## src/rtl/obc_pkg.sv

```systemverilog
// Types, codes and helpers of the opaque bounds crop block.
package obc_pkg;

  localparam int unsigned MaxWidth    = 4096;
  localparam int unsigned MaxHeight   = 4096;
  localparam int unsigned PaletteSize = 256;

  localparam int unsigned SizeW  = 13;  // size register width
  localparam int unsigned CoordW = 12;  // column / row coordinate width
  localparam int unsigned PosW   = 32;  // screen position width
  localparam int unsigned SlotW  = 8;

  localparam int unsigned InDataW  = 24;
  localparam int unsigned OutDataW = 144;

  typedef enum logic [1:0] {
    REG_IMAGE_WIDTH  = 2'd0,
    REG_IMAGE_HEIGHT = 2'd1,
    REG_ORIGIN_X     = 2'd2,
    REG_ORIGIN_Y     = 2'd3
  } reg_idx_e;

  typedef enum logic {
    FUNC_PALETTE = 1'b0,
    FUNC_PIXEL   = 1'b1
  } func_e;

  typedef enum logic [1:0] {
    ST_TRANSPARENT = 2'd0,
    ST_TIGHT       = 2'd1,
    ST_CROPPED     = 2'd2
  } status_e;

  // Bounds of a finished bitmap, handed to the result stage.
  typedef struct packed {
    logic              seen;
    logic [CoordW-1:0] left;
    logic [CoordW-1:0] top;
    logic [CoordW-1:0] right;
    logic [CoordW-1:0] bottom;
    logic [CoordW-1:0] col_last;
    logic [CoordW-1:0] row_last;
    logic [PosW-1:0]   org_x;
    logic [PosW-1:0]   org_y;
  } fin_t;

  // Last coordinate for a size register: zero counts as one, above max is max.
  function automatic logic [CoordW-1:0] size_last(logic [SizeW-1:0] sz,
                                                  logic [SizeW-1:0] max_sz);
    logic [SizeW-1:0] m1;
    if (sz == '0) begin
      m1 = '0;
    end else if (sz > max_sz) begin
      m1 = max_sz - SizeW'(1);
    end else begin
      m1 = sz - SizeW'(1);
    end
    return m1[CoordW-1:0];
  endfunction

  // Signed position plus a non-negative offset, clipped at the top of the range.
  function automatic logic [PosW-1:0] sat_add(logic [PosW-1:0] base,
                                              logic [CoordW-1:0] off);
    logic [PosW:0] sum;
    sum = {base[PosW-1], base} + {{(PosW+1-CoordW){1'b0}}, off};
    if (!sum[PosW] && sum[PosW-1]) begin
      return {1'b0, {(PosW-1){1'b1}}};
    end
    return sum[PosW-1:0];
  endfunction

endpackage

```

## src/rtl/opaque_bounds_crop_top.sv

```systemverilog
// Opaque bounds crop: tight bounding box of visible pixels of an indexed bitmap.
// Takes one request per cycle, except that the last pixel of a bitmap is held
// while the finish stage is full and blocked. A request sits in the input stage,
// where the palette mark lookup, the four bound compares and the raster counters
// are resolved; the last pixel of a bitmap then passes through the finish stage
// (status compare, size subtract, saturating position add) to the output
// register. Palette loads take effect for the very next pixel. The visible
// marks sit in flip-flops cleared by reset, so there is no clearing pass.
module opaque_bounds_crop_top (
  input  logic                         clk_i,
  input  logic                         rst_ni,
  // configuration write port
  input  logic                         cfg_we_i,
  input  logic [1:0]                   cfg_addr_i,
  input  logic [31:0]                  cfg_wdata_i,
  // request stream
  input  logic                         s_axis_tvalid,
  output logic                         s_axis_tready,
  // palette_slot[7:0], palette_alpha[15:8], pixel_index[23:16]
  input  logic [obc_pkg::InDataW-1:0]  s_axis_tdata,
  // func[0]
  input  logic                         s_axis_tuser,
  // result stream
  output logic                         m_axis_tvalid,
  input  logic                         m_axis_tready,
  // crop_left[11:0], crop_top[23:12], crop_right[35:24], crop_bottom[47:36],
  // new_width[60:48], new_height[73:61], new_x[105:74], new_y[137:106], zero fill
  output logic [obc_pkg::OutDataW-1:0] m_axis_tdata,
  // status[1:0]
  output logic [1:0]                   m_axis_tuser
);

  localparam int unsigned CW = obc_pkg::CoordW;
  localparam int unsigned SW = obc_pkg::SizeW;
  localparam int unsigned PW = obc_pkg::PosW;

  // configuration registers
  logic [SW-1:0] width_q, height_q;
  logic [PW-1:0] org_x_q, org_y_q;

  always_ff @(posedge clk_i or negedge rst_ni) begin
    if (!rst_ni) begin
      width_q  <= SW'(1);
      height_q <= SW'(1);
      org_x_q  <= '0;
      org_y_q  <= '0;
    end else if (cfg_we_i) begin
      case (cfg_addr_i)
        obc_pkg::REG_IMAGE_WIDTH:  width_q  <= cfg_wdata_i[SW-1:0];
        obc_pkg::REG_IMAGE_HEIGHT: height_q <= cfg_wdata_i[SW-1:0];
        obc_pkg::REG_ORIGIN_X:     org_x_q  <= cfg_wdata_i;
        obc_pkg::REG_ORIGIN_Y:     org_y_q  <= cfg_wdata_i;
        default: ;
      endcase
    end
  end

  // input stage
  logic                          v0_q;
  logic                          func0_q;
  logic [obc_pkg::SlotW-1:0]     slot0_q, alpha0_q, idx0_q;

  // bitmap state
  logic [obc_pkg::PaletteSize-1:0] marks_q;
  logic [CW-1:0] col_q, row_q;
  logic [CW-1:0] lcol_q, lrow_q, gcol_q, grow_q;
  logic          seen_q;

  // handshakes between stages
  logic s0_res, s0_go, s1_rdy, s1_go, s2_rdy;
  logic v1_q, v2_q;
  obc_pkg::fin_t fin_q, fin_d;

  assign s2_rdy = !v2_q || m_axis_tready;
  assign s1_rdy = !v1_q || s2_rdy;
  assign s1_go  = v1_q && s2_rdy;

  logic          is_pix, vis, last_col, last_px;
  logic [CW-1:0] col_last, row_last;
  logic [CW-1:0] lcol_d, lrow_d, gcol_d, grow_d;

  always_comb begin
    is_pix   = (func0_q == obc_pkg::FUNC_PIXEL);
    col_last = obc_pkg::size_last(width_q, SW'(obc_pkg::MaxWidth));
    row_last = obc_pkg::size_last(height_q, SW'(obc_pkg::MaxHeight));
    vis      = marks_q[idx0_q];
    last_col = col_q >= col_last;
    last_px  = last_col && (row_q >= row_last);

    lcol_d = lcol_q;
    lrow_d = lrow_q;
    gcol_d = gcol_q;
    grow_d = grow_q;
    if (vis) begin
      if (!seen_q) begin
        lcol_d = col_q;
        gcol_d = col_q;
        lrow_d = row_q;
        grow_d = row_q;
      end else begin
        if (col_q < lcol_q) lcol_d = col_q;
        if (col_q > gcol_q) gcol_d = col_q;
        if (row_q < lrow_q) lrow_d = row_q;
        if (row_q > grow_q) grow_d = row_q;
      end
    end

    fin_d.seen     = seen_q || vis;
    fin_d.left     = lcol_d;
    fin_d.top      = lrow_d;
    fin_d.right    = gcol_d;
    fin_d.bottom   = grow_d;
    fin_d.col_last = col_last;
    fin_d.row_last = row_last;
    fin_d.org_x    = org_x_q;
    fin_d.org_y    = org_y_q;

    s0_res = is_pix && last_px;
    s0_go  = v0_q && (!s0_res || s1_rdy);
  end

  assign s_axis_tready = !v0_q || s0_go;

  always_ff @(posedge clk_i or negedge rst_ni) begin
    if (!rst_ni) begin
      v0_q <= 1'b0;
    end else if (s_axis_tvalid && s_axis_tready) begin
      v0_q <= 1'b1;
    end else if (s0_go) begin
      v0_q <= 1'b0;
    end
  end

  always_ff @(posedge clk_i) begin
    if (s_axis_tvalid && s_axis_tready) begin
      func0_q  <= s_axis_tuser;
      slot0_q  <= s_axis_tdata[7:0];
      alpha0_q <= s_axis_tdata[15:8];
      idx0_q   <= s_axis_tdata[23:16];
    end
  end

  always_ff @(posedge clk_i or negedge rst_ni) begin
    if (!rst_ni) begin
      marks_q <= '0;
      col_q   <= '0;
      row_q   <= '0;
      lcol_q  <= '0;
      lrow_q  <= '0;
      gcol_q  <= '0;
      grow_q  <= '0;
      seen_q  <= 1'b0;
    end else if (s0_go) begin
      if (!is_pix) begin
        marks_q[slot0_q] <= (alpha0_q != '0);
      end else if (last_px) begin
        col_q  <= '0;
        row_q  <= '0;
        seen_q <= 1'b0;
      end else begin
        lcol_q <= lcol_d;
        lrow_q <= lrow_d;
        gcol_q <= gcol_d;
        grow_q <= grow_d;
        seen_q <= seen_q || vis;
        if (last_col) begin
          col_q <= '0;
          row_q <= row_q + CW'(1);
        end else begin
          col_q <= col_q + CW'(1);
        end
      end
    end
  end

  // finish stage
  always_ff @(posedge clk_i or negedge rst_ni) begin
    if (!rst_ni) begin
      v1_q <= 1'b0;
    end else if (s0_go && s0_res) begin
      v1_q <= 1'b1;
    end else if (s1_go) begin
      v1_q <= 1'b0;
    end
  end

  always_ff @(posedge clk_i) begin
    if (s0_go && s0_res) begin
      fin_q <= fin_d;
    end
  end

  obc_pkg::status_e status_d;
  logic [CW-1:0]    left_d, top_d, right_d, bottom_d;
  logic [SW-1:0]    nw_d, nh_d;
  logic [PW-1:0]    nx_d, ny_d;

  always_comb begin
    left_d   = fin_q.seen ? fin_q.left   : '0;
    top_d    = fin_q.seen ? fin_q.top    : '0;
    right_d  = fin_q.seen ? fin_q.right  : '0;
    bottom_d = fin_q.seen ? fin_q.bottom : '0;
    nw_d     = fin_q.seen ? ({1'b0, fin_q.right} - {1'b0, fin_q.left} + SW'(1)) : '0;
    nh_d     = fin_q.seen ? ({1'b0, fin_q.bottom} - {1'b0, fin_q.top} + SW'(1)) : '0;
    nx_d     = obc_pkg::sat_add(fin_q.org_x, left_d);
    ny_d     = obc_pkg::sat_add(fin_q.org_y, top_d);
    if (!fin_q.seen) begin
      status_d = obc_pkg::ST_TRANSPARENT;
    end else if (fin_q.left == '0 && fin_q.top == '0 &&
                 fin_q.right == fin_q.col_last && fin_q.bottom == fin_q.row_last) begin
      status_d = obc_pkg::ST_TIGHT;
    end else begin
      status_d = obc_pkg::ST_CROPPED;
    end
  end

  // output register
  logic [obc_pkg::OutDataW-1:0] data2_q;
  logic [1:0]                   user2_q;

  always_ff @(posedge clk_i or negedge rst_ni) begin
    if (!rst_ni) begin
      v2_q <= 1'b0;
    end else if (s1_go) begin
      v2_q <= 1'b1;
    end else if (m_axis_tready) begin
      v2_q <= 1'b0;
    end
  end

  always_ff @(posedge clk_i) begin
    if (s1_go) begin
      user2_q <= status_d;
      data2_q <= {6'b0, ny_d, nx_d, nh_d, nw_d, bottom_d, right_d, top_d, left_d};
    end
  end

  assign m_axis_tvalid = v2_q;
  assign m_axis_tdata  = data2_q;
  assign m_axis_tuser  = user2_q;

endmodule

```

## config.mk

```make
export PLATFORM = sky130hd
export DESIGN_NAME = opaque_bounds_crop_top
export DESIGN_NICKNAME = d
export VERILOG_FILES = /design/src/rtl/obc_pkg.sv /design/src/rtl/opaque_bounds_crop_top.sv
export SDC_FILE = /design/constraint.sdc
export NUM_CORES = 1
export LEC_CHECK = 0
export BUFFER_PORTS_ARGS = -buffer_cell sky130_fd_sc_hd__clkbuf_2
export CAP_MARGIN = 20
export CORE_MARGIN = 4
export CORE_UTILIZATION = 61
export DETAILED_ROUTE_END_ITERATION = 12
export PLACE_DENSITY_LB_ADDON = 0.1
export RECOVER_POWER = 50
export SYNTH_ARGS = -nofsm -noshare
export SYNTH_HDL_FRONTEND = slang
export SYNTH_SLANG_ARGS = --single-unit
export TNS_END_PERCENT = 30
```

## constraint.sdc

```tcl
create_clock -name clk_i -period 8.5 [get_ports clk_i]
set_input_delay 1.7 -clock clk_i [delete_from_list [all_inputs] [get_ports clk_i]]
set_output_delay 1.7 -clock clk_i [all_outputs]
set_load 0.005 [all_outputs]
```

==> impl_summary.log <==
[metrics] status: finished, violations left
[metrics] all-layer global routing usage: 28.35%
[metrics] CTS clock-pin slew for the worst setup and hold paths: 0.06 ns
[metrics] RSZ-0062 raised after global routing: no
[metrics] Final Routed Wirelength: 85940 µm
[metrics] Post-layout nets: 3218
[metrics] Min Clock Period, post-route: 6.638 ns
[metrics] leakage dissipation: 16.31 nW
[metrics] post-synthesis cell area: 34740 µm²
[metrics] kind of launch point of the worst setup path: flip-flop
[metrics] area of the multi-input gates: 13930 µm²
[metrics] end point of the most critical hold path: fin_q[8]
[metrics] maximum level of the CTS H-tree: 3
[metrics] first-pass GRT wire length: 134100 µm
[metrics] actual slew at the worst max-slew pin: 5.061 ns
[metrics] Sum Neg Setup Slack: 0 ns
[metrics] Seq/Total Area, Yosys: 56.51%
[metrics] number of flops mapped to enable cells by yosys: 302
[metrics] Hold Path Origin: org_y_q[8]
[metrics] number of standard cells after synthesis: 2873
[metrics] top library cells by usage in the layout, fill and taps aside: 420 x sky130_fd_sc_hd__dfrtp_1, 316 x sky130_fd_sc_hd__a21oi_1, 302 x sky130_fd_sc_hd__edfxtp_1
[metrics] Worst R2R Start: fin_q[136]
[metrics] fraction of synthesis flops using an asynchronous set or reset pin: 58.29%
[metrics] setup slack after placement: 2.557 ns
[metrics] minimum hold slack: 0.4369 ns
[metrics] largest net degree at the start of global routing: 257
[metrics] DR vias: 24080
[metrics] Max IR drop VDD: 162.7 µV
[metrics] number of different library cells in the post-synthesis netlist: 70
[metrics] critical register-to-register path endpoint: m_axis_tdata[107]
[metrics] final weighted congestion in routability-driven placement: 0.9095
[metrics] grt ovf: 0
[metrics] endpoint kind of the worst setup timing path: flip-flop
[metrics] initial antenna violation count: 0
[metrics] WHS Path Cells: 0
[metrics] relative slew slack: -237.4%
[metrics] failing checks: max-capacitance violations, max-slew violations
[metrics] number of rows created at floorplan: 87
[metrics] post-CTS setup buffer count: 0
[metrics] number of inserted diodes: 0
[metrics] cell type with the highest occurrence count on the critical path: sky130_fd_sc_hd__clkbuf_1
[metrics] final worst-path setup slack: 1.862 ns
[metrics] max-cap check violation count: 9
[metrics] data arrival time of the critical path: 7.09 ns
[metrics] vias in the first global route: 23470
[metrics] crit path max-delay cell type: sky130_fd_sc_hd__clkbuf_1
[metrics] routed length per placed instance: 22.48 µm
[metrics] number of optimization iterations in the first detailed-route pass: 5
[metrics] total number of yosys warnings: 0
[metrics] largest fanout on the critical path: 36
[metrics] vias per cell: 6.299
[metrics] Clock Skew: 0.02009 ns
[metrics] cell-by-cell trace of the critical path: clkbuf_1 > clkinv_1 > clkbuf_1 > nor2_1 > ha_1 > inv_1 > fa_1 > nor2b_1 > o21ai_0 > a21boi_0 > o21bai_1 > a211oi_1 > o311a_1 > o21ai_2 > nand2_1
[metrics] average cell area after synthesis: 12.09 µm²
[metrics] length in cells of the worst reg-to-reg path: 15
[metrics] buffer depth of the longest clock path: 3
[metrics] setup-violating endpoint count in the final report: 0
[metrics] Finished Core Util: 69.03%
[metrics] Pins Over Slew Limit: 715
[metrics] CTS tree: built
[metrics] share of final-layout standard cells stronger than drive strength 1: 20.90%
[metrics] Horiz. Die Dim: 246.6 µm
[metrics] Die Footprint: 60830 µm²
[metrics] post-DP HPWL: 57470 µm
[metrics] starting DRC count in detailed routing: 2491
[metrics] Max stage delay on crit path: 1.15 ns
[metrics] hold buffer count at CTS: 0
[metrics] register area: 19630 µm²
[metrics] dominant synthesized flop cell: sky130_fd_sc_hd__dfrtp_1
[metrics] power per cell area: 226.7 nW/µm²
[metrics] class of the most critical hold timing path: reg2reg
[metrics] share of the clock period used by the worst path after layout: 78.09%
[metrics] count of state elements after synthesis: 724
[metrics] latest clock arrival within the worst-skew pair: 0.62 ns
[metrics] Crit Path Category: reg2reg
[metrics] Peak Freq: 150.7 MHz
[metrics] number of sinks driven by the clock tree: 724
[metrics] area inside the core boundary: 56390 µm²
[metrics] CTS Buf Count: 77
[metrics] number of nets with antenna violations after detailed routing: 0
[metrics] y dimension of the die: 246.6 µm
[metrics] Syn-to-layout area delta: 12.04%
[metrics] number of filler cells placed in the layout: 4128
[metrics] required time at the endpoint of the critical path: 8.95 ns
[metrics] register-to-register path setup slack: 1.86 ns
[metrics] IO Pins: 212
[metrics] Hold Vio Cnt, Final: 0
[metrics] Residual DRC: 0
[metrics] # port buffers: 205
[metrics] Root Driver: sky130_fd_sc_hd__clkbuf_16
[metrics] most common cell after layout, fill and taps aside: sky130_fd_sc_hd__dfrtp_1
[metrics] post-cts repair resize count: 0
[metrics] starting utilization of the core area: 61.61%
## Yosys cell counts, drive strengths merged, types with 24 or more instances
cell    number  area share, %
inv        132            1.4
nor4        25           0.45
ha         144            5.2
a31oi      265            4.8
mux2       179            5.8
clkbuf     165            1.8
nor2       121            1.3
xor2        36           0.91
edfxtp     302             26
nand2      130            1.4
a21oi      316            4.6
mux2i       24           0.69
dfrtp      420             30
and2        38           0.68
mux4        66            4.3
xnor2       64            1.6
nand3       44           0.69
o21ai       67           0.97
nor3        36           0.52
buf         36           0.77
## final cells by class
type	count	area share [%]
flip-flops and latches	724	50.44
multi-input cells	1820	35.79
clock buffers	111	5.594
repair buffers	250	3.703
well taps	756	2.430
inverters	133	1.283
clock inverters	29	0.7587
## metal layers
metal / track usage (%) / share of wire, % / vias to the layer above
met2: 43.91 / 46 / 950
met4: 7.542 / 2.4 / 0
met5: 0 / 0 / -
met3: 5.181 / 7.7 / 135
met1: 41.93 / 44 / 12020
li1: - / - / 10980
## worst max-delay path: cells and delay by family (launching register included)
family	cells	cell delay [ns]
buf+inv	4	2.72
simple gates	3	0.74
flops	1	0.32
compound gates	6	2.07
fa+ha+maj	2	0.59
## power breakdown
| part | leakage [nW] | internal [W] | switching (W) |
|---|---|---|---|
| Clock | 1.21 | 0.00194 | 0.00135 |
| Combinational | 6.79 | 0.000606 | 0.000672 |
| Sequential | 8.31 | 0.00396 | 0.000291 |
## how the worst max path moves through the flow
stage / startpoint / slack (ns) / endpoint
after global placement: height_q[2] / 2.65 / fin_q[24]
after global routing: fin_q[136] / 1.24 / m_axis_tdata[110]
final: fin_q[136] / 1.86 / m_axis_tdata[107]
after detailed placement: height_q[2] / 2.56 / fin_q[26]
after CTS: width_q[3] / 1.95 / s_axis_tready
after floorplan: width_q[3] / 0.79 / fin_q[0]
## registers in the layout (all words and copies together) (netlist names), 8 cells and up
register      cells
marks_q         256
m_axis_tdata    138
fin_q           137
org_x_q          32
org_y_q          32
height_q         13
width_q          13
col_q            12
gcol_q           12
grow_q           12
lcol_q           12
lrow_q           12
row_q            12
alpha0_q          8
idx0_q            8
slot0_q           8
## metrics by stage
stage | total power (W) | cell area [µm²] | cells
floorplan | 0.005163 | 34760 | 2878
global placement | 0.005494 | 36320 | 3670
detailed placement | 0.005566 | 36350 | 3672
CTS | 0.008858 | 38820 | 3812
global route | 0.009228 | 38920 | 3823
finish | 0.008822 | 38920 | 3823
## logic make-up (layout without fill, tap and decap cells)
family | count (synthesis) | count (layout) | share of synthesized area (%)
buf+inv | 334 | 523 | 3.991
compound gates | 765 | 765 | 12.99
fa+ha+maj | 148 | 148 | 5.417
mux | 269 | 269 | 10.81
other cells | 1 | 6 | 0.01080
xor+xnor | 100 | 100 | 2.521
flops | 724 | 724 | 56.51
simple gates | 532 | 532 | 7.755
No activity file was read; power rests on OpenSTA's default activity.
